--- src/hdl/message_symbol_unpacker_assert.svh ---
// assertion macros shared by the message symbol unpacker modules
`ifndef MESSAGE_SYMBOL_UNPACKER_ASSERT_SVH
`define MESSAGE_SYMBOL_UNPACKER_ASSERT_SVH

// same-cycle implication, checked at every rising edge outside reset
`define MSU_ASSERT_IMPL(label, pre, post) \
  label: assert property (@(posedge clk) disable iff (rst) (pre) |-> (post)) \
    else $error("msu assertion failed");

// next-cycle implication, checked at every rising edge outside reset
`define MSU_ASSERT_NEXT(label, pre, post) \
  label: assert property (@(posedge clk) disable iff (rst) (pre) |=> (post)) \
    else $error("msu assertion failed");

`endif

--- src/hdl/msu_pkg.sv ---
// shared types, codes and character helpers for the message symbol unpacker
`default_nettype none

package msu_pkg;

  localparam int unsigned NSYM            = 12;
  localparam int unsigned MSG_MAX         = 18;
  localparam int unsigned QUEUE_DEPTH_DEF = 2;

  // first call word at or above this value is not a plain call
  localparam logic [27:0] BASE = 28'd262177560;

  // message kinds decided by the front
  localparam logic [2:0] K_TEXT      = 3'd0;
  localparam logic [2:0] K_CALLS     = 3'd1;
  localparam logic [2:0] K_CQ        = 3'd2;
  localparam logic [2:0] K_CQ_NOCALL = 3'd3;
  localparam logic [2:0] K_QRZ       = 3'd4;
  localparam logic [2:0] K_UNKNOWN   = 3'd5;

  // result status codes
  localparam logic [1:0] ST_OK      = 2'd0;
  localparam logic [1:0] ST_QRZ     = 2'd1;
  localparam logic [1:0] ST_UNKNOWN = 2'd2;

  // decode operations of the back sequencer
  localparam logic [2:0] OP_LIT  = 3'd0;
  localparam logic [2:0] OP_CALL = 3'd1;
  localparam logic [2:0] OP_TEXT = 3'd2;
  localparam logic [2:0] OP_GRID = 3'd3;
  localparam logic [2:0] OP_END  = 3'd4;

  // source word of an operation
  localparam logic [1:0] SRC_W1 = 2'd0;
  localparam logic [1:0] SRC_W2 = 2'd1;
  localparam logic [1:0] SRC_G  = 2'd2;

  // radices of the digit extraction
  localparam logic [7:0] RAD_LETTER = 8'd27;
  localparam logic [7:0] RAD_DIGIT  = 8'd10;
  localparam logic [7:0] RAD_ALNUM  = 8'd36;
  localparam logic [7:0] RAD_TEXT   = 8'd42;
  localparam logic [7:0] RAD_GRID   = 8'd180;

  // call digit that takes the quotient left after five divisions
  localparam logic [2:0] CALL_FINAL_DIG = 3'd5;
  localparam logic [2:0] CALL_DIGITS    = 3'd6;
  localparam logic [2:0] TEXT_LONG      = 3'd5;
  localparam logic [2:0] TEXT_SHORT     = 3'd3;

  // ascii codes
  localparam logic [6:0] CH_NUL   = 7'd0;
  localparam logic [6:0] CH_SPACE = 7'd32;
  localparam logic [6:0] CH_PLUS  = 7'd43;
  localparam logic [6:0] CH_MINUS = 7'd45;
  localparam logic [6:0] CH_DOT   = 7'd46;
  localparam logic [6:0] CH_SLASH = 7'd47;
  localparam logic [6:0] CH_ZERO  = 7'd48;
  localparam logic [6:0] CH_QMARK = 7'd63;
  localparam logic [6:0] CH_A     = 7'd65;
  localparam logic [6:0] CH_C     = 7'd67;
  localparam logic [6:0] CH_Q     = 7'd81;

  typedef struct packed {
    logic [2:0]  kind;
    logic [27:0] w1;
    logic [27:0] w2;
    logic [16:0] g;
  } desc_t;

  typedef struct packed {
    logic [2:0] op;
    logic [1:0] src;
    logic [4:0] pos;
    logic [2:0] ndig;
    logic [6:0] ch;
  } plan_t;

  function automatic plan_t mk_plan(input logic [2:0] op, input logic [1:0] src,
                                    input logic [4:0] pos, input logic [2:0] ndig,
                                    input logic [6:0] ch);
    plan_t p;
    p.op   = op;
    p.src  = src;
    p.pos  = pos;
    p.ndig = ndig;
    p.ch   = ch;
    return p;
  endfunction

  // operation list of each message kind
  function automatic plan_t plan_of(input logic [2:0] kind, input logic [2:0] idx);
    plan_t p;
    p = mk_plan(OP_END, SRC_W1, 5'd0, 3'd0, CH_NUL);
    case (kind)
      K_CALLS: begin
        case (idx)
          3'd0: p = mk_plan(OP_CALL, SRC_W1, 5'd0, CALL_DIGITS, CH_NUL);
          3'd1: p = mk_plan(OP_LIT, SRC_W1, 5'd6, 3'd0, CH_SPACE);
          3'd2: p = mk_plan(OP_CALL, SRC_W2, 5'd7, CALL_DIGITS, CH_NUL);
          3'd3: p = mk_plan(OP_LIT, SRC_W1, 5'd13, 3'd0, CH_SPACE);
          3'd4: p = mk_plan(OP_GRID, SRC_G, 5'd14, 3'd0, CH_NUL);
          default: p = mk_plan(OP_END, SRC_W1, 5'd0, 3'd0, CH_NUL);
        endcase
      end
      K_CQ: begin
        case (idx)
          3'd0: p = mk_plan(OP_LIT, SRC_W1, 5'd0, 3'd0, CH_C);
          3'd1: p = mk_plan(OP_LIT, SRC_W1, 5'd1, 3'd0, CH_Q);
          3'd2: p = mk_plan(OP_LIT, SRC_W1, 5'd2, 3'd0, CH_SPACE);
          3'd3: p = mk_plan(OP_CALL, SRC_W2, 5'd3, CALL_DIGITS, CH_NUL);
          3'd4: p = mk_plan(OP_LIT, SRC_W1, 5'd9, 3'd0, CH_SPACE);
          3'd5: p = mk_plan(OP_GRID, SRC_G, 5'd10, 3'd0, CH_NUL);
          default: p = mk_plan(OP_END, SRC_W1, 5'd0, 3'd0, CH_NUL);
        endcase
      end
      K_CQ_NOCALL: begin
        case (idx)
          3'd0: p = mk_plan(OP_LIT, SRC_W1, 5'd0, 3'd0, CH_C);
          3'd1: p = mk_plan(OP_LIT, SRC_W1, 5'd1, 3'd0, CH_Q);
          3'd2: p = mk_plan(OP_LIT, SRC_W1, 5'd2, 3'd0, CH_SPACE);
          3'd3: p = mk_plan(OP_LIT, SRC_W1, 5'd3, 3'd0, CH_SPACE);
          3'd4: p = mk_plan(OP_GRID, SRC_G, 5'd4, 3'd0, CH_NUL);
          default: p = mk_plan(OP_END, SRC_W1, 5'd0, 3'd0, CH_NUL);
        endcase
      end
      K_TEXT: begin
        case (idx)
          3'd0: p = mk_plan(OP_TEXT, SRC_W1, 5'd0, TEXT_LONG, CH_NUL);
          3'd1: p = mk_plan(OP_TEXT, SRC_W2, 5'd5, TEXT_LONG, CH_NUL);
          3'd2: p = mk_plan(OP_TEXT, SRC_G, 5'd10, TEXT_SHORT, CH_NUL);
          default: p = mk_plan(OP_END, SRC_W1, 5'd0, 3'd0, CH_NUL);
        endcase
      end
      default: begin
        case (idx)
          3'd0: p = mk_plan(OP_LIT, SRC_W1, 5'd0, 3'd0, CH_NUL);
          default: p = mk_plan(OP_END, SRC_W1, 5'd0, 3'd0, CH_NUL);
        endcase
      end
    endcase
    return p;
  endfunction

  // character count of each message kind
  function automatic logic [4:0] msg_len(input logic [2:0] kind);
    logic [4:0] n;
    case (kind)
      K_CALLS:     n = 5'd18;
      K_CQ:        n = 5'd14;
      K_CQ_NOCALL: n = 5'd8;
      K_TEXT:      n = 5'd13;
      default:     n = 5'd1;
    endcase
    return n;
  endfunction

  function automatic logic [1:0] kind_status(input logic [2:0] kind);
    logic [1:0] s;
    case (kind)
      K_QRZ:     s = ST_QRZ;
      K_UNKNOWN: s = ST_UNKNOWN;
      default:   s = ST_OK;
    endcase
    return s;
  endfunction

  // 42-symbol alphabet: digits, letters, space + - . / ?
  function automatic logic [6:0] alpha(input logic [5:0] v);
    logic [6:0] c;
    if (v < 6'd10) begin
      c = CH_ZERO + {1'b0, v};
    end else if (v < 6'd36) begin
      c = CH_A + {1'b0, v} - 7'd10;
    end else begin
      case (v)
        6'd36:   c = CH_SPACE;
        6'd37:   c = CH_PLUS;
        6'd38:   c = CH_MINUS;
        6'd39:   c = CH_DOT;
        6'd40:   c = CH_SLASH;
        6'd41:   c = CH_QMARK;
        default: c = CH_NUL;
      endcase
    end
    return c;
  endfunction

  // quotient by ten through a reciprocal, exact below 1029
  function automatic logic [4:0] div10(input logic [7:0] v);
    logic [15:0] p;
    p = {8'd0, v} * 16'd205;
    return p[15:11];
  endfunction

  function automatic logic [3:0] mod10(input logic [7:0] v);
    logic [7:0] r;
    r = v - (8'(div10(v)) * 8'd10);
    return r[3:0];
  endfunction

endpackage

`default_nettype wire

--- src/hdl/msu_queue.sv ---
// short queue of classified messages between front and back
`default_nettype none

module msu_queue
  import msu_pkg::*;
#(
  parameter int unsigned DEPTH = QUEUE_DEPTH_DEF
) (
  input  wire logic  clk,
  input  wire logic  rst,
  input  wire logic  wr_en,
  input  wire desc_t wr_data,
  output logic       full,
  input  wire logic  rd_en,
  output desc_t      rd_data,
  output logic       empty
);

  localparam int unsigned PTR_W = (DEPTH > 1) ? $clog2(DEPTH) : 1;
  localparam int unsigned CNT_W = $clog2(DEPTH + 1);

  desc_t            slots [DEPTH];
  logic [PTR_W-1:0] wr_ptr;
  logic [PTR_W-1:0] rd_ptr;
  logic [CNT_W-1:0] count;
  logic             do_wr;
  logic             do_rd;

  assign full    = (count == CNT_W'(DEPTH));
  assign empty   = (count == '0);
  assign do_wr   = wr_en && !full;
  assign do_rd   = rd_en && !empty;
  assign rd_data = slots[rd_ptr];

  // pointers and fill count
  always_ff @(posedge clk) begin
    if (rst) begin
      wr_ptr <= '0;
      rd_ptr <= '0;
      count  <= '0;
    end else begin
      if (do_wr) begin
        wr_ptr <= (wr_ptr == PTR_W'(DEPTH - 1)) ? '0 : wr_ptr + 1'b1;
      end
      if (do_rd) begin
        rd_ptr <= (rd_ptr == PTR_W'(DEPTH - 1)) ? '0 : rd_ptr + 1'b1;
      end
      if (do_wr && !do_rd) begin
        count <= count + 1'b1;
      end else if (do_rd && !do_wr) begin
        count <= count - 1'b1;
      end
    end
  end

  // storage
  always_ff @(posedge clk) begin
    if (do_wr) begin
      slots[wr_ptr] <= wr_data;
    end
  end

endmodule

`default_nettype wire

--- config.mk ---
export PLATFORM = sky130hd
export DESIGN_NAME = msu_queue
export DESIGN_NICKNAME = d
export VERILOG_FILES = /design/src/hdl/message_symbol_unpacker_assert.svh /design/src/hdl/msu_pkg.sv /design/src/hdl/msu_queue.sv
export SDC_FILE = /design/constraint.sdc
export NUM_CORES = 1
export LEC_CHECK = 0
export BUFFER_PORTS_ARGS = -buffer_cell sky130_fd_sc_hd__buf_2
export CORE_UTILIZATION = 37
export CTS_BUF_LIST = sky130_fd_sc_hd__clkbuf_2 sky130_fd_sc_hd__clkbuf_4 sky130_fd_sc_hd__clkbuf_8
export CTS_CLUSTER_SIZE = 12
export DETAILED_ROUTE_END_ITERATION = 10
export HOLD_SLACK_MARGIN = 0.12
export SETUP_SLACK_MARGIN = 0.05
export SYNTH_ARGS = -nofsm -noshare
export SYNTH_HDL_FRONTEND = slang
export SYNTH_SLANG_ARGS = --single-unit
export TNS_END_PERCENT = 10
--- constraint.sdc ---
create_clock -name clk -period 6.6 [get_ports clk]
set_clock_uncertainty 0.05 [all_clocks]
set_input_delay 0.33 -clock clk [delete_from_list [all_inputs] [get_ports clk]]
set_output_delay 0.33 -clock clk [all_outputs]
set_load 0.01 [all_outputs]
==> flow_metrics.env <==
export IMPL_synthToLayoutAreaGrowth_pct=37.0
export IMPL_status="finished, final reports clean"
export IMPL_drc=0
export IMPL_end_kind="output pin"
export IMPL_start_util_pct=37.7
export IMPL_critPathBufInv=1
export IMPL_clock_sinks=157
export IMPL_worst_slack_ps=4130
export IMPL_drt_pre_antenna_iters=4
export IMPL_worstSetupPathType="register to output pin"
export IMPL_dieArea_um2=15900
export IMPL_vias_per_cell=4.53
export IMPL_sequentialPowerShare_pct=50.9
export IMPL_dp_slack_ps=4140
export IMPL_synth_top_cell_area_share_pct=80.0
export IMPL_cts_setup_buffers=0
export IMPL_cts_clk_slew_worst_paths_ps=80
export IMPL_crit_path_top_delay_cell="dfxtp_4"
export IMPL_cts_root_buf="clkbuf_8"
export IMPL_drv_slew=0
export IMPL_cts_tree="done"
export IMPL_hold_class="input port to register"
export IMPL_grt_pass1_wl_um=16400
export IMPL_crit_path_max_incr_delay_ps=1030
export IMPL_rsz0062_at_grt="false"
export IMPL_grt_overflow=0
export IMPL_syn_area_um2=5710
export IMPL_ir_drop_mv=0.345
export IMPL_dpl_hpwl_um=5990
export IMPL_stdcell_count=708
export IMPL_h_tree_depth=4
export IMPL_cts_buffer_depth=2
export IMPL_design_core_area_um2=15100
export IMPL_boundaryPins=158
export IMPL_maxSlewHeadroom_pct=28.7
export IMPL_yosysWarningCount=0
export IMPL_fmax_ghz=0.406
export IMPL_path_cells="mux2_2 > buf_2"
export IMPL_setup_tns_ps=0
export IMPL_final_util_pct=51.6
export IMPL_gp_congestion=0.669
export IMPL_setup_violations=0
export IMPL_crit_required_ps=6220
export IMPL_switching_share_pct=27.6
export IMPL_period_needed_ps=2470
export IMPL_internal_power_uw=1920
export IMPL_startpoint_type="register"
export IMPL_rows=45
export IMPL_avgSynthCellArea_um2=21.9
export IMPL_routed_wl_um=10500
export IMPL_mostFrequentLayoutCells="157 x buf_2, 152 x edfxtp_1, 77 x dlygate4sd3_1"
export IMPL_crit_family="flip-flops"
export IMPL_timing_final_crit_share_pct=37.4
export IMPL_cp_arrival_ps=2090
export IMPL_final_common_cell="buf_2"
export IMPL_p_leak_uw=0.00294
export IMPL_ys_seq_area_share_pct=81.8
export IMPL_grt_max_degree=77
export IMPL_drt_iter0_markers=116
export IMPL_clkPwrFrac_pct=25.5
export IMPL_grt_pass1_vias=3410
export IMPL_n_antenna_cell=0
export IMPL_synth_top_area_cell="edfxtp_1"
export IMPL_switchingPower_uw=731
export IMPL_synth_seq_cells=157
export IMPL_track_usage_pct=13.8
export IMPL_nets=588
export IMPL_antenna_found_initial=0
export IMPL_netlist_top_cells_area="edfxtp_1 80%, mux2_2 15%, dfxtp_1 1.8%, buf_6 0.79%, xor2_1 0.46%"
export IMPL_drv_cap=0
export IMPL_dp_cells=599
export IMPL_final_layout_size_suffix_gt1_share_pct=51.5
export IMPL_ys_types=15
export IMPL_syn_nets=342
export IMPL_wl_per_cell_um=14.8
export IMPL_vias=3207
export IMPL_dieHeight_um=126
export IMPL_p_per_area_nw_per_um2=339
export IMPL_syn_inst=261
export IMPL_cts_made_buffers=17
export IMPL_die_w_um=126
export IMPL_worst_slew_pin_slew_ps=1070
export IMPL_placed_area_um2=6670
export IMPL_final_area_um2=7820
export IMPL_final_antenna_net_count=0
export IMPL_finalHoldViolCount=0
export IMPL_clkLatencyLatePin_ps=430
export IMPL_path_max_fanout=76
export IMPL_placement_io_buffers=157
export IMPL_comb_power_share_pct=23.5
==> per-layer routing <==
metal	routed length [um]	global-route usage [%]	up-vias
met5	0	0	-
met4	147	5.74	0
met3	639	5.95	13
met2	5330	23.7	98
met1	4350	14.8	1576
li1	-	-	1520
==> per-stage QoR <==
| step | hold slack (ps) | total power (uW) |
|---|---|---|
| floorplan | 349 | 1740 |
| global placement | 422 | 1960 |
| detailed placement | 448 | 1970 |
| CTS | 176 | 2690 |
| global route | 227 | 2790 |
| finish | 229 | 2650 |
==> layout make-up <==
| class | count | area (um^2) |
|---|---|---|
| fillers | 1251 | 7330 |
| flip-flops and latches | 157 | 4670 |
| repair buffers | 235 | 1560 |
| multi-input cells | 94 | 968 |
| clock buffers | 19 | 249 |
| well taps | 188 | 235 |
| clock inverters | 13 | 123 |
| inverters | 2 | 8.76 |
==> sequential cells by signal, indices dropped and copies added (netlist names), named ones only <==
name and count:
slots 152, count 2, rd_ptr 1, wr_ptr 1
==> cell usage after synthesis <==
cell,n
edfxtp_1,152
mux2_2,76
dfxtp_1,5
nor2_1,5
buf_6,4
buf_2,3
o21ai_0,3
xor2_1,3
a21oi_1,2
inv_1,2
or3_1,2
and2_1,1
buf_4,1
ha_1,1
nor2b_2,1
==> worst min-delay path: cells and delay by family <==
family          cells  cell delay, ps
buf+inv             2             120
compound gates      2             210
==> what timing repair did <==
action / in CTS / in global routing
hold buffers: 77 / 0
resized for setup: 0 / 0
hold endpoints to repair: 157 / 0
==> path summary, 6_finish.rpt <==
path | depth (start not counted) | start | slack (ps) | to
worst max register to register | 4 | count[0]$_SDFFE_PP0P_ | 4170 | slots[0][50]$_DFFE_PP_
worst max-delay path | 2 | register | 4130 | rd_data[59]
worst min-delay path | 4 | wr_en | 230 | wr_ptr$_SDFFE_PP0P_
worst min register to register | 2 | wr_ptr$_SDFFE_PP0P_ | 460 | wr_ptr$_SDFFE_PP0P_
==> cell families (layout without fill, tap and decap cells) <==
family,after synthesis,after routing,share of synthesized area (%)
AND/OR/NAND/NOR,9,9,0.812
XOR/XNOR,3,3,0.461
flip-flops,157,157,81.8
adder cells (fa/ha/maj),1,1,0.219
AO/OA/AOI/OAI,5,5,0.439
multiplexers,76,76,15.0
buffers and inverters,10,269,1.32
==> power groups by stage <==
| stage | sequential [uW] | combinational (uW) | clock (uW) |
|---|---|---|---|
| after floorplan | 1310 | 435 | 0 |
| after global placement | 1370 | 590 | 0 |
| after detailed placement | 1380 | 594 | 0 |
| after CTS | 1360 | 633 | 704 |
| after global routing | 1370 | 674 | 744 |
| final | 1350 | 623 | 677 |
(Power assumes the default switching activity.)
