===== config.mk =====
export PLATFORM = sky130hd
export DESIGN_NAME = msu_front
export DESIGN_NICKNAME = d
export VERILOG_FILES = /design/src/hdl/message_symbol_unpacker_assert.svh /design/src/hdl/msu_pkg.sv /design/src/hdl/msu_front.sv
export SDC_FILE = /design/constraint.sdc
export NUM_CORES = 1
export LEC_CHECK = 0
export ABC_AREA = 1
export BUFFER_PORTS_ARGS = -buffer_cell sky130_fd_sc_hd__clkbuf_2
export CAP_MARGIN = 10
export CORE_UTILIZATION = 46
export DETAILED_ROUTE_END_ITERATION = 10
export PLACE_DENSITY = 0.72
export SLEW_MARGIN = 0
export SYNTH_ARGS = -nofsm -noshare
export SYNTH_HDL_FRONTEND = slang
export SYNTH_SLANG_ARGS = --single-unit

===== constraint.sdc =====
create_clock -name clk -period 2.3 [get_ports clk]
set_input_delay 0.23 -clock clk [delete_from_list [all_inputs] [get_ports clk]]
set_output_delay 0.23 -clock clk [all_outputs]
set_load 0.05 [all_outputs]

===== src/hdl/message_symbol_unpacker_assert.svh =====
// assertion macros shared by the message symbol unpacker modules
`ifndef MESSAGE_SYMBOL_UNPACKER_ASSERT_SVH
`define MESSAGE_SYMBOL_UNPACKER_ASSERT_SVH

// same-cycle implication, checked at every rising edge outside reset
`define MSU_ASSERT_IMPL(label, pre, post) \
  label: assert property (@(posedge clk) disable iff (rst) (pre) |-> (post)) \
    else $error("msu assertion failed");

// next-cycle implication, checked at every rising edge outside reset
`define MSU_ASSERT_NEXT(label, pre, post) \
  label: assert property (@(posedge clk) disable iff (rst) (pre) |=> (post)) \
    else $error("msu assertion failed");

`endif


===== src/hdl/msu_pkg.sv =====
// shared types, codes and character helpers for the message symbol unpacker
`default_nettype none

package msu_pkg;

  localparam int unsigned NSYM            = 12;
  localparam int unsigned MSG_MAX         = 18;
  localparam int unsigned QUEUE_DEPTH_DEF = 2;

  // first call word at or above this value is not a plain call
  localparam logic [27:0] BASE = 28'd262177560;

  // message kinds decided by the front
  localparam logic [2:0] K_TEXT      = 3'd0;
  localparam logic [2:0] K_CALLS     = 3'd1;
  localparam logic [2:0] K_CQ        = 3'd2;
  localparam logic [2:0] K_CQ_NOCALL = 3'd3;
  localparam logic [2:0] K_QRZ       = 3'd4;
  localparam logic [2:0] K_UNKNOWN   = 3'd5;

  // result status codes
  localparam logic [1:0] ST_OK      = 2'd0;
  localparam logic [1:0] ST_QRZ     = 2'd1;
  localparam logic [1:0] ST_UNKNOWN = 2'd2;

  // decode operations of the back sequencer
  localparam logic [2:0] OP_LIT  = 3'd0;
  localparam logic [2:0] OP_CALL = 3'd1;
  localparam logic [2:0] OP_TEXT = 3'd2;
  localparam logic [2:0] OP_GRID = 3'd3;
  localparam logic [2:0] OP_END  = 3'd4;

  // source word of an operation
  localparam logic [1:0] SRC_W1 = 2'd0;
  localparam logic [1:0] SRC_W2 = 2'd1;
  localparam logic [1:0] SRC_G  = 2'd2;

  // radices of the digit extraction
  localparam logic [7:0] RAD_LETTER = 8'd27;
  localparam logic [7:0] RAD_DIGIT  = 8'd10;
  localparam logic [7:0] RAD_ALNUM  = 8'd36;
  localparam logic [7:0] RAD_TEXT   = 8'd42;
  localparam logic [7:0] RAD_GRID   = 8'd180;

  // call digit that takes the quotient left after five divisions
  localparam logic [2:0] CALL_FINAL_DIG = 3'd5;
  localparam logic [2:0] CALL_DIGITS    = 3'd6;
  localparam logic [2:0] TEXT_LONG      = 3'd5;
  localparam logic [2:0] TEXT_SHORT     = 3'd3;

  // ascii codes
  localparam logic [6:0] CH_NUL   = 7'd0;
  localparam logic [6:0] CH_SPACE = 7'd32;
  localparam logic [6:0] CH_PLUS  = 7'd43;
  localparam logic [6:0] CH_MINUS = 7'd45;
  localparam logic [6:0] CH_DOT   = 7'd46;
  localparam logic [6:0] CH_SLASH = 7'd47;
  localparam logic [6:0] CH_ZERO  = 7'd48;
  localparam logic [6:0] CH_QMARK = 7'd63;
  localparam logic [6:0] CH_A     = 7'd65;
  localparam logic [6:0] CH_C     = 7'd67;
  localparam logic [6:0] CH_Q     = 7'd81;

  typedef struct packed {
    logic [2:0]  kind;
    logic [27:0] w1;
    logic [27:0] w2;
    logic [16:0] g;
  } desc_t;

  typedef struct packed {
    logic [2:0] op;
    logic [1:0] src;
    logic [4:0] pos;
    logic [2:0] ndig;
    logic [6:0] ch;
  } plan_t;

  function automatic plan_t mk_plan(input logic [2:0] op, input logic [1:0] src,
                                    input logic [4:0] pos, input logic [2:0] ndig,
                                    input logic [6:0] ch);
    plan_t p;
    p.op   = op;
    p.src  = src;
    p.pos  = pos;
    p.ndig = ndig;
    p.ch   = ch;
    return p;
  endfunction

  // operation list of each message kind
  function automatic plan_t plan_of(input logic [2:0] kind, input logic [2:0] idx);
    plan_t p;
    p = mk_plan(OP_END, SRC_W1, 5'd0, 3'd0, CH_NUL);
    case (kind)
      K_CALLS: begin
        case (idx)
          3'd0: p = mk_plan(OP_CALL, SRC_W1, 5'd0, CALL_DIGITS, CH_NUL);
          3'd1: p = mk_plan(OP_LIT, SRC_W1, 5'd6, 3'd0, CH_SPACE);
          3'd2: p = mk_plan(OP_CALL, SRC_W2, 5'd7, CALL_DIGITS, CH_NUL);
          3'd3: p = mk_plan(OP_LIT, SRC_W1, 5'd13, 3'd0, CH_SPACE);
          3'd4: p = mk_plan(OP_GRID, SRC_G, 5'd14, 3'd0, CH_NUL);
          default: p = mk_plan(OP_END, SRC_W1, 5'd0, 3'd0, CH_NUL);
        endcase
      end
      K_CQ: begin
        case (idx)
          3'd0: p = mk_plan(OP_LIT, SRC_W1, 5'd0, 3'd0, CH_C);
          3'd1: p = mk_plan(OP_LIT, SRC_W1, 5'd1, 3'd0, CH_Q);
          3'd2: p = mk_plan(OP_LIT, SRC_W1, 5'd2, 3'd0, CH_SPACE);
          3'd3: p = mk_plan(OP_CALL, SRC_W2, 5'd3, CALL_DIGITS, CH_NUL);
          3'd4: p = mk_plan(OP_LIT, SRC_W1, 5'd9, 3'd0, CH_SPACE);
          3'd5: p = mk_plan(OP_GRID, SRC_G, 5'd10, 3'd0, CH_NUL);
          default: p = mk_plan(OP_END, SRC_W1, 5'd0, 3'd0, CH_NUL);
        endcase
      end
      K_CQ_NOCALL: begin
        case (idx)
          3'd0: p = mk_plan(OP_LIT, SRC_W1, 5'd0, 3'd0, CH_C);
          3'd1: p = mk_plan(OP_LIT, SRC_W1, 5'd1, 3'd0, CH_Q);
          3'd2: p = mk_plan(OP_LIT, SRC_W1, 5'd2, 3'd0, CH_SPACE);
          3'd3: p = mk_plan(OP_LIT, SRC_W1, 5'd3, 3'd0, CH_SPACE);
          3'd4: p = mk_plan(OP_GRID, SRC_G, 5'd4, 3'd0, CH_NUL);
          default: p = mk_plan(OP_END, SRC_W1, 5'd0, 3'd0, CH_NUL);
        endcase
      end
      K_TEXT: begin
        case (idx)
          3'd0: p = mk_plan(OP_TEXT, SRC_W1, 5'd0, TEXT_LONG, CH_NUL);
          3'd1: p = mk_plan(OP_TEXT, SRC_W2, 5'd5, TEXT_LONG, CH_NUL);
          3'd2: p = mk_plan(OP_TEXT, SRC_G, 5'd10, TEXT_SHORT, CH_NUL);
          default: p = mk_plan(OP_END, SRC_W1, 5'd0, 3'd0, CH_NUL);
        endcase
      end
      default: begin
        case (idx)
          3'd0: p = mk_plan(OP_LIT, SRC_W1, 5'd0, 3'd0, CH_NUL);
          default: p = mk_plan(OP_END, SRC_W1, 5'd0, 3'd0, CH_NUL);
        endcase
      end
    endcase
    return p;
  endfunction

  // character count of each message kind
  function automatic logic [4:0] msg_len(input logic [2:0] kind);
    logic [4:0] n;
    case (kind)
      K_CALLS:     n = 5'd18;
      K_CQ:        n = 5'd14;
      K_CQ_NOCALL: n = 5'd8;
      K_TEXT:      n = 5'd13;
      default:     n = 5'd1;
    endcase
    return n;
  endfunction

  function automatic logic [1:0] kind_status(input logic [2:0] kind);
    logic [1:0] s;
    case (kind)
      K_QRZ:     s = ST_QRZ;
      K_UNKNOWN: s = ST_UNKNOWN;
      default:   s = ST_OK;
    endcase
    return s;
  endfunction

  // 42-symbol alphabet: digits, letters, space + - . / ?
  function automatic logic [6:0] alpha(input logic [5:0] v);
    logic [6:0] c;
    if (v < 6'd10) begin
      c = CH_ZERO + {1'b0, v};
    end else if (v < 6'd36) begin
      c = CH_A + {1'b0, v} - 7'd10;
    end else begin
      case (v)
        6'd36:   c = CH_SPACE;
        6'd37:   c = CH_PLUS;
        6'd38:   c = CH_MINUS;
        6'd39:   c = CH_DOT;
        6'd40:   c = CH_SLASH;
        6'd41:   c = CH_QMARK;
        default: c = CH_NUL;
      endcase
    end
    return c;
  endfunction

  // quotient by ten through a reciprocal, exact below 1029
  function automatic logic [4:0] div10(input logic [7:0] v);
    logic [15:0] p;
    p = {8'd0, v} * 16'd205;
    return p[15:11];
  endfunction

  function automatic logic [3:0] mod10(input logic [7:0] v);
    logic [7:0] r;
    r = v - (8'(div10(v)) * 8'd10);
    return r[3:0];
  endfunction

endpackage

`default_nettype wire


===== src/hdl/msu_front.sv =====
// front: gathers twelve symbols, packs the words and classifies the message
`default_nettype none

module msu_front
  import msu_pkg::*;
(
  input  wire logic       clk,
  input  wire logic       rst,
  input  wire logic       push,
  input  wire logic [5:0] symbol,
  output logic            full,
  output logic            q_push,
  output desc_t           q_data,
  input  wire logic       q_full
);

  localparam logic [3:0] LAST_IDX = 4'(NSYM - 1);

  logic [3:0] count;
  logic [5:0] store [NSYM-1];
  logic [5:0] s [NSYM];
  logic [27:0] w1;
  logic [27:0] w2;
  logic [15:0] g;
  logic        accept;

  // only the closing symbol needs room in the queue
  assign full   = (count == LAST_IDX) && q_full;
  assign accept = push && !full;
  assign q_push = accept && (count == LAST_IDX);

  // current message, closing symbol taken straight from the port
  always_comb begin
    for (int i = 0; i < NSYM - 1; i++) begin
      s[i] = store[i];
    end
    s[NSYM-1] = symbol;
    w1 = {s[0], s[1], s[2], s[3], s[4][5:2]};
    w2 = {s[4][1:0], s[5], s[6], s[7], s[8], s[9][5:4]};
    g  = {s[9][3:0], s[10], s[11]};
  end

  // classify and build the queue item
  always_comb begin
    q_data.w1 = w1;
    q_data.w2 = w2;
    q_data.g  = {1'b0, g};
    if (g[15]) begin
      q_data.kind = K_TEXT;
      q_data.w1   = {1'b0, w1[27:1]};
      q_data.w2   = {1'b0, w2[27:1]};
      q_data.g    = {w2[0], w1[0], g[14:0]};
    end else if (w1 < BASE) begin
      q_data.kind = K_CALLS;
    end else if (w1 == BASE + 28'd1) begin
      q_data.kind = (w2 < BASE) ? K_CQ : K_CQ_NOCALL;
    end else if (w1 == BASE + 28'd2) begin
      q_data.kind = K_QRZ;
    end else begin
      q_data.kind = K_UNKNOWN;
    end
  end

  // symbol counter
  always_ff @(posedge clk) begin
    if (rst) begin
      count <= 4'd0;
    end else if (accept) begin
      count <= (count == LAST_IDX) ? 4'd0 : count + 4'd1;
    end
  end

  // symbol store
  always_ff @(posedge clk) begin
    if (accept && (count != LAST_IDX)) begin
      store[count] <= symbol;
    end
  end

endmodule

`default_nettype wire


==> results.py <==
metrics = {
    "critical_path": {
        "required_ns": 2.07,
        "worstSetupPathType": "reg -> out",
        "critPathTopFamily": "simple AND/OR/NAND/NOR gates",
        "critPathMaxStageDelay_ns": 0.46,
        "cp.arrival_ns": 1.80,
        "crit_path_frequent_cell": "nand2_1",
        "cp_num_buf_inv": 2,
        "worstPathCellList": "inv_2 > nand2_1 > nor2_2 > nand2_2 > nor2_4 > nand2_1 > nand2_1 > nand2_1 > nor2_2 > clkbuf_2",
        "cp-start-kind": "register",
        "path_max_fanout": 4,
        "crit_path_top_delay_cell": "edfxtp_1",
        "cp-end-kind": "primary output",
    },
    "drt": {
        "drtIter0Drc": 147,
        "wl_um": 7813,
        "drc": 0,
        "wl_per_cell_um": 13.54,
        "ant_nets": 0,
        "drt_pass1_iterations": 4,
        "via_per_inst": 4.832,
        "vias": 2788,
    },
    "sta": {
        "setup_violations": 0,
        "rsz0062_at_grt": "false",
        "hold_viol": 0,
        "relSlewSlack": 0.6164,
        "setup_ws_ns": 0.2658,
        "period_needed_ns": 2.034,
        "worst-slew-pin-transition_ns": 0.5745,
        "fmax_ghz": 0.4916,
        "final_max_slew_viol_count": 0,
        "tns_ns": 0,
        "finalCritPeriodShare": 0.8844,
        "skew_ns": 0.005271,
    },
    "clock_tree": {
        "cts_tree": "built",
        "cts_resized": 0,
        "cts_sinks": 70,
        "cts.clk_slew.worst_paths_ns": 0.07,
        "cts_setup_buffers": 0,
        "cts-root-buf": "clkbuf_8",
        "clk-insertion-delay-late_ns": 0.34,
        "cts_buffers": 9,
        "clk_path_buf_depth": 2,
        "cts_max_level": 3,
        "postCtsHoldBufs": 0,
    },
    "global_routing": {
        "antenna_found_initial": 0,
        "gr-total-overflow": 0,
        "grt_use_total": 0.2015,
        "grt_pass1_vias": 2689,
        "grt_pass1_wl_um": 12500,
        "grt_start_max_net_pins": 44,
    },
    "status": {
        "status": "completed",
    },
    "place": {
        "dp_slack_ns": 0.6076,
        "portBuffers": 87,
        "gp_congestion": 0.8083,
        "detailed_place_hpwl_um": 5626,
    },
    "floorplan": {
        "num_io_pins": 88,
        "rows": 31,
        "die_h_um": 89.89,
        "fp.dieArea_um2": 8080,
        "initial_core_util": 0.4822,
        "coreArea_um2": 7370,
        "chipWidth_um": 89.89,
    },
    "synth": {
        "synth.distinct_cells": 28,
        "yosys_warnings": 0,
        "synth_fp_nets": 406,
        "avgSynthCellArea_um2": 9.065,
        "ys_seq_area_frac": 0.5803,
        "netlist_area_um2": 3553,
        "postSynth.asyncResetShare": 0,
        "ys.flop_type": "edfxtp_1",
        "synth_edf_count": 66,
        "syn_inst": 392,
        "ys_ff_latch": 70,
    },
    "cells_and_area": {
        "num-nets-final": 489,
        "diodes": 0,
        "drive_above_1_share": 0.2866,
        "num-fill-cells": 668,
        "area_delta_synth_final_pct": 18.03,
    },
    "power_and_ir_drop": {
        "ir_drop_v": 0.0003340,
        "power_density_nw_per_um2": 597.4,
        "p_leak_nw": 1.899,
    },
    "worst_hold_path": {
        "holdCritPathClass": "in -> reg",
    },
    "flow_run": {
        "max_cap_violations": 0,
    },
}
## Yosys cell counts, types with 2 or more instances
cell type	n	area, um^2
a21oi_1	5	25.02
dfxtp_1	4	80.08
o21ai_1	2	10.01
buf_4	15	112.6
nand4_1	3	18.77
nor3_1	12	60.06
edfxtp_1	66	1982
inv_2	10	37.54
o21ai_0	36	180.2
nand2_1	129	484.2
ha_1	4	50.05
a211oi_2	2	25.02
nand3_1	8	40.04
buf_2	6	30.03
nor2_2	5	31.28
inv_1	37	138.9
nand2_2	5	31.28
nor2_1	29	108.9
clkbuf_1	5	18.77
## cells in the final DEF, fill, tap and decap left out, drive strengths merged
| cell | count |
|---|---|
| clkinv | 1 |
| clkbuf | 99 |
| nor3 | 12 |
| nor2 | 35 |
| bufinv | 1 |
| inv | 47 |
| nand3 | 8 |
| xor2 | 1 |
| nand3b | 1 |
| edfxtp | 66 |
| a211oi | 2 |
| nand2 | 134 |
| o21ai | 38 |
| buf | 13 |
| and2 | 1 |
| ha | 4 |
| dfxtp | 4 |
| nand4 | 4 |
| a31oi | 1 |
| a21oi | 6 |
## layout make-up
type                       count  area, um^2  share of cell area
tap                           99       123.9             0.02953
multi-input combinational    247        1129              0.2691
inverter                      47       176.4             0.04206
timing repair buffer         100       533.0              0.1271
sequential                    70        2062              0.4916
clock inverter                 2       35.03            0.008353
clock buffer                  12       135.1             0.03222
## worst paths after layout
path	cells past startpoint	slack [ns]	startpoint	to
worst max-delay path	10	0.27	store[1][4]$_DFFE_PP_	q_data[75]
worst min-delay path	2	0.13	rst	count[0]$_SDFFE_PP0P_
worst max register to register	5	0.65	count[0]$_SDFFE_PP0P_	store[5][3]$_DFFE_PP_
worst min register to register	2	0.58	count[3]$_SDFFE_PP0P_	count[3]$_SDFFE_PP0P_
## worst register-to-register path, delay by kind of cell (launching register included)
kind | cells | cell delay [ns]
adder cells (fa/ha/maj) | 1 | 0.25
buffers and inverters | 1 | 0.21
flip-flops | 1 | 0.34
AND/OR/NAND/NOR | 3 | 0.56
## cells by family after synthesis
| logic type | count (synthesis) | synth area share |
|---|---|---|
| AOI/OAI and AO/OA | 47 | 0.07183 |
| xor gates and xnor gates | 1 | 0.002465 |
| adders and majority gates | 4 | 0.01409 |
| buffers and inverters | 75 | 0.1021 |
| DFF | 70 | 0.5803 |
| and+or+nand+nor | 195 | 0.2292 |
## through the flow
stage | power [mW] | instance area (um^2) | util | std cells | hold slack (ns)
finish | 2.505 | 4194 | 0.5691 | 577 | 0.1266
global route | 2.590 | 4194 | 0.5691 | 577 | 0.1438
CTS | 2.529 | 4194 | 0.5691 | 577 | 0.1193
detailed placement | 1.652 | 4024 | 0.5460 | 563 | 0.4786
global placement | 1.647 | 4024 | 0.5460 | 563 | 0.4756
floorplan | 1.583 | 3553 | - | 392 | 0.2991
## metal layers
metal	vias to the layer above	GRT usage	routed length, um
li1	1424	-	-
met2	73	0.3500	3828
met4	0	0.1142	269
met3	20	0.03130	342
met1	1271	0.2384	3373
met5	-	0	0
## where the power goes
group,switching [mW],internal (mW),leakage (nW),total (mW)
sequential,0.0162,1.42,0.631,1.43
clock,0.395,0.488,0.0863,0.883
combinational,0.145,0.0430,1.18,0.188
total,0.556,1.95,1.90,2.51
## sequential cells by signal, indices dropped and copies added (netlist names)
signal  cells
store      66
count       4
Power figures use the tool's default switching activity.
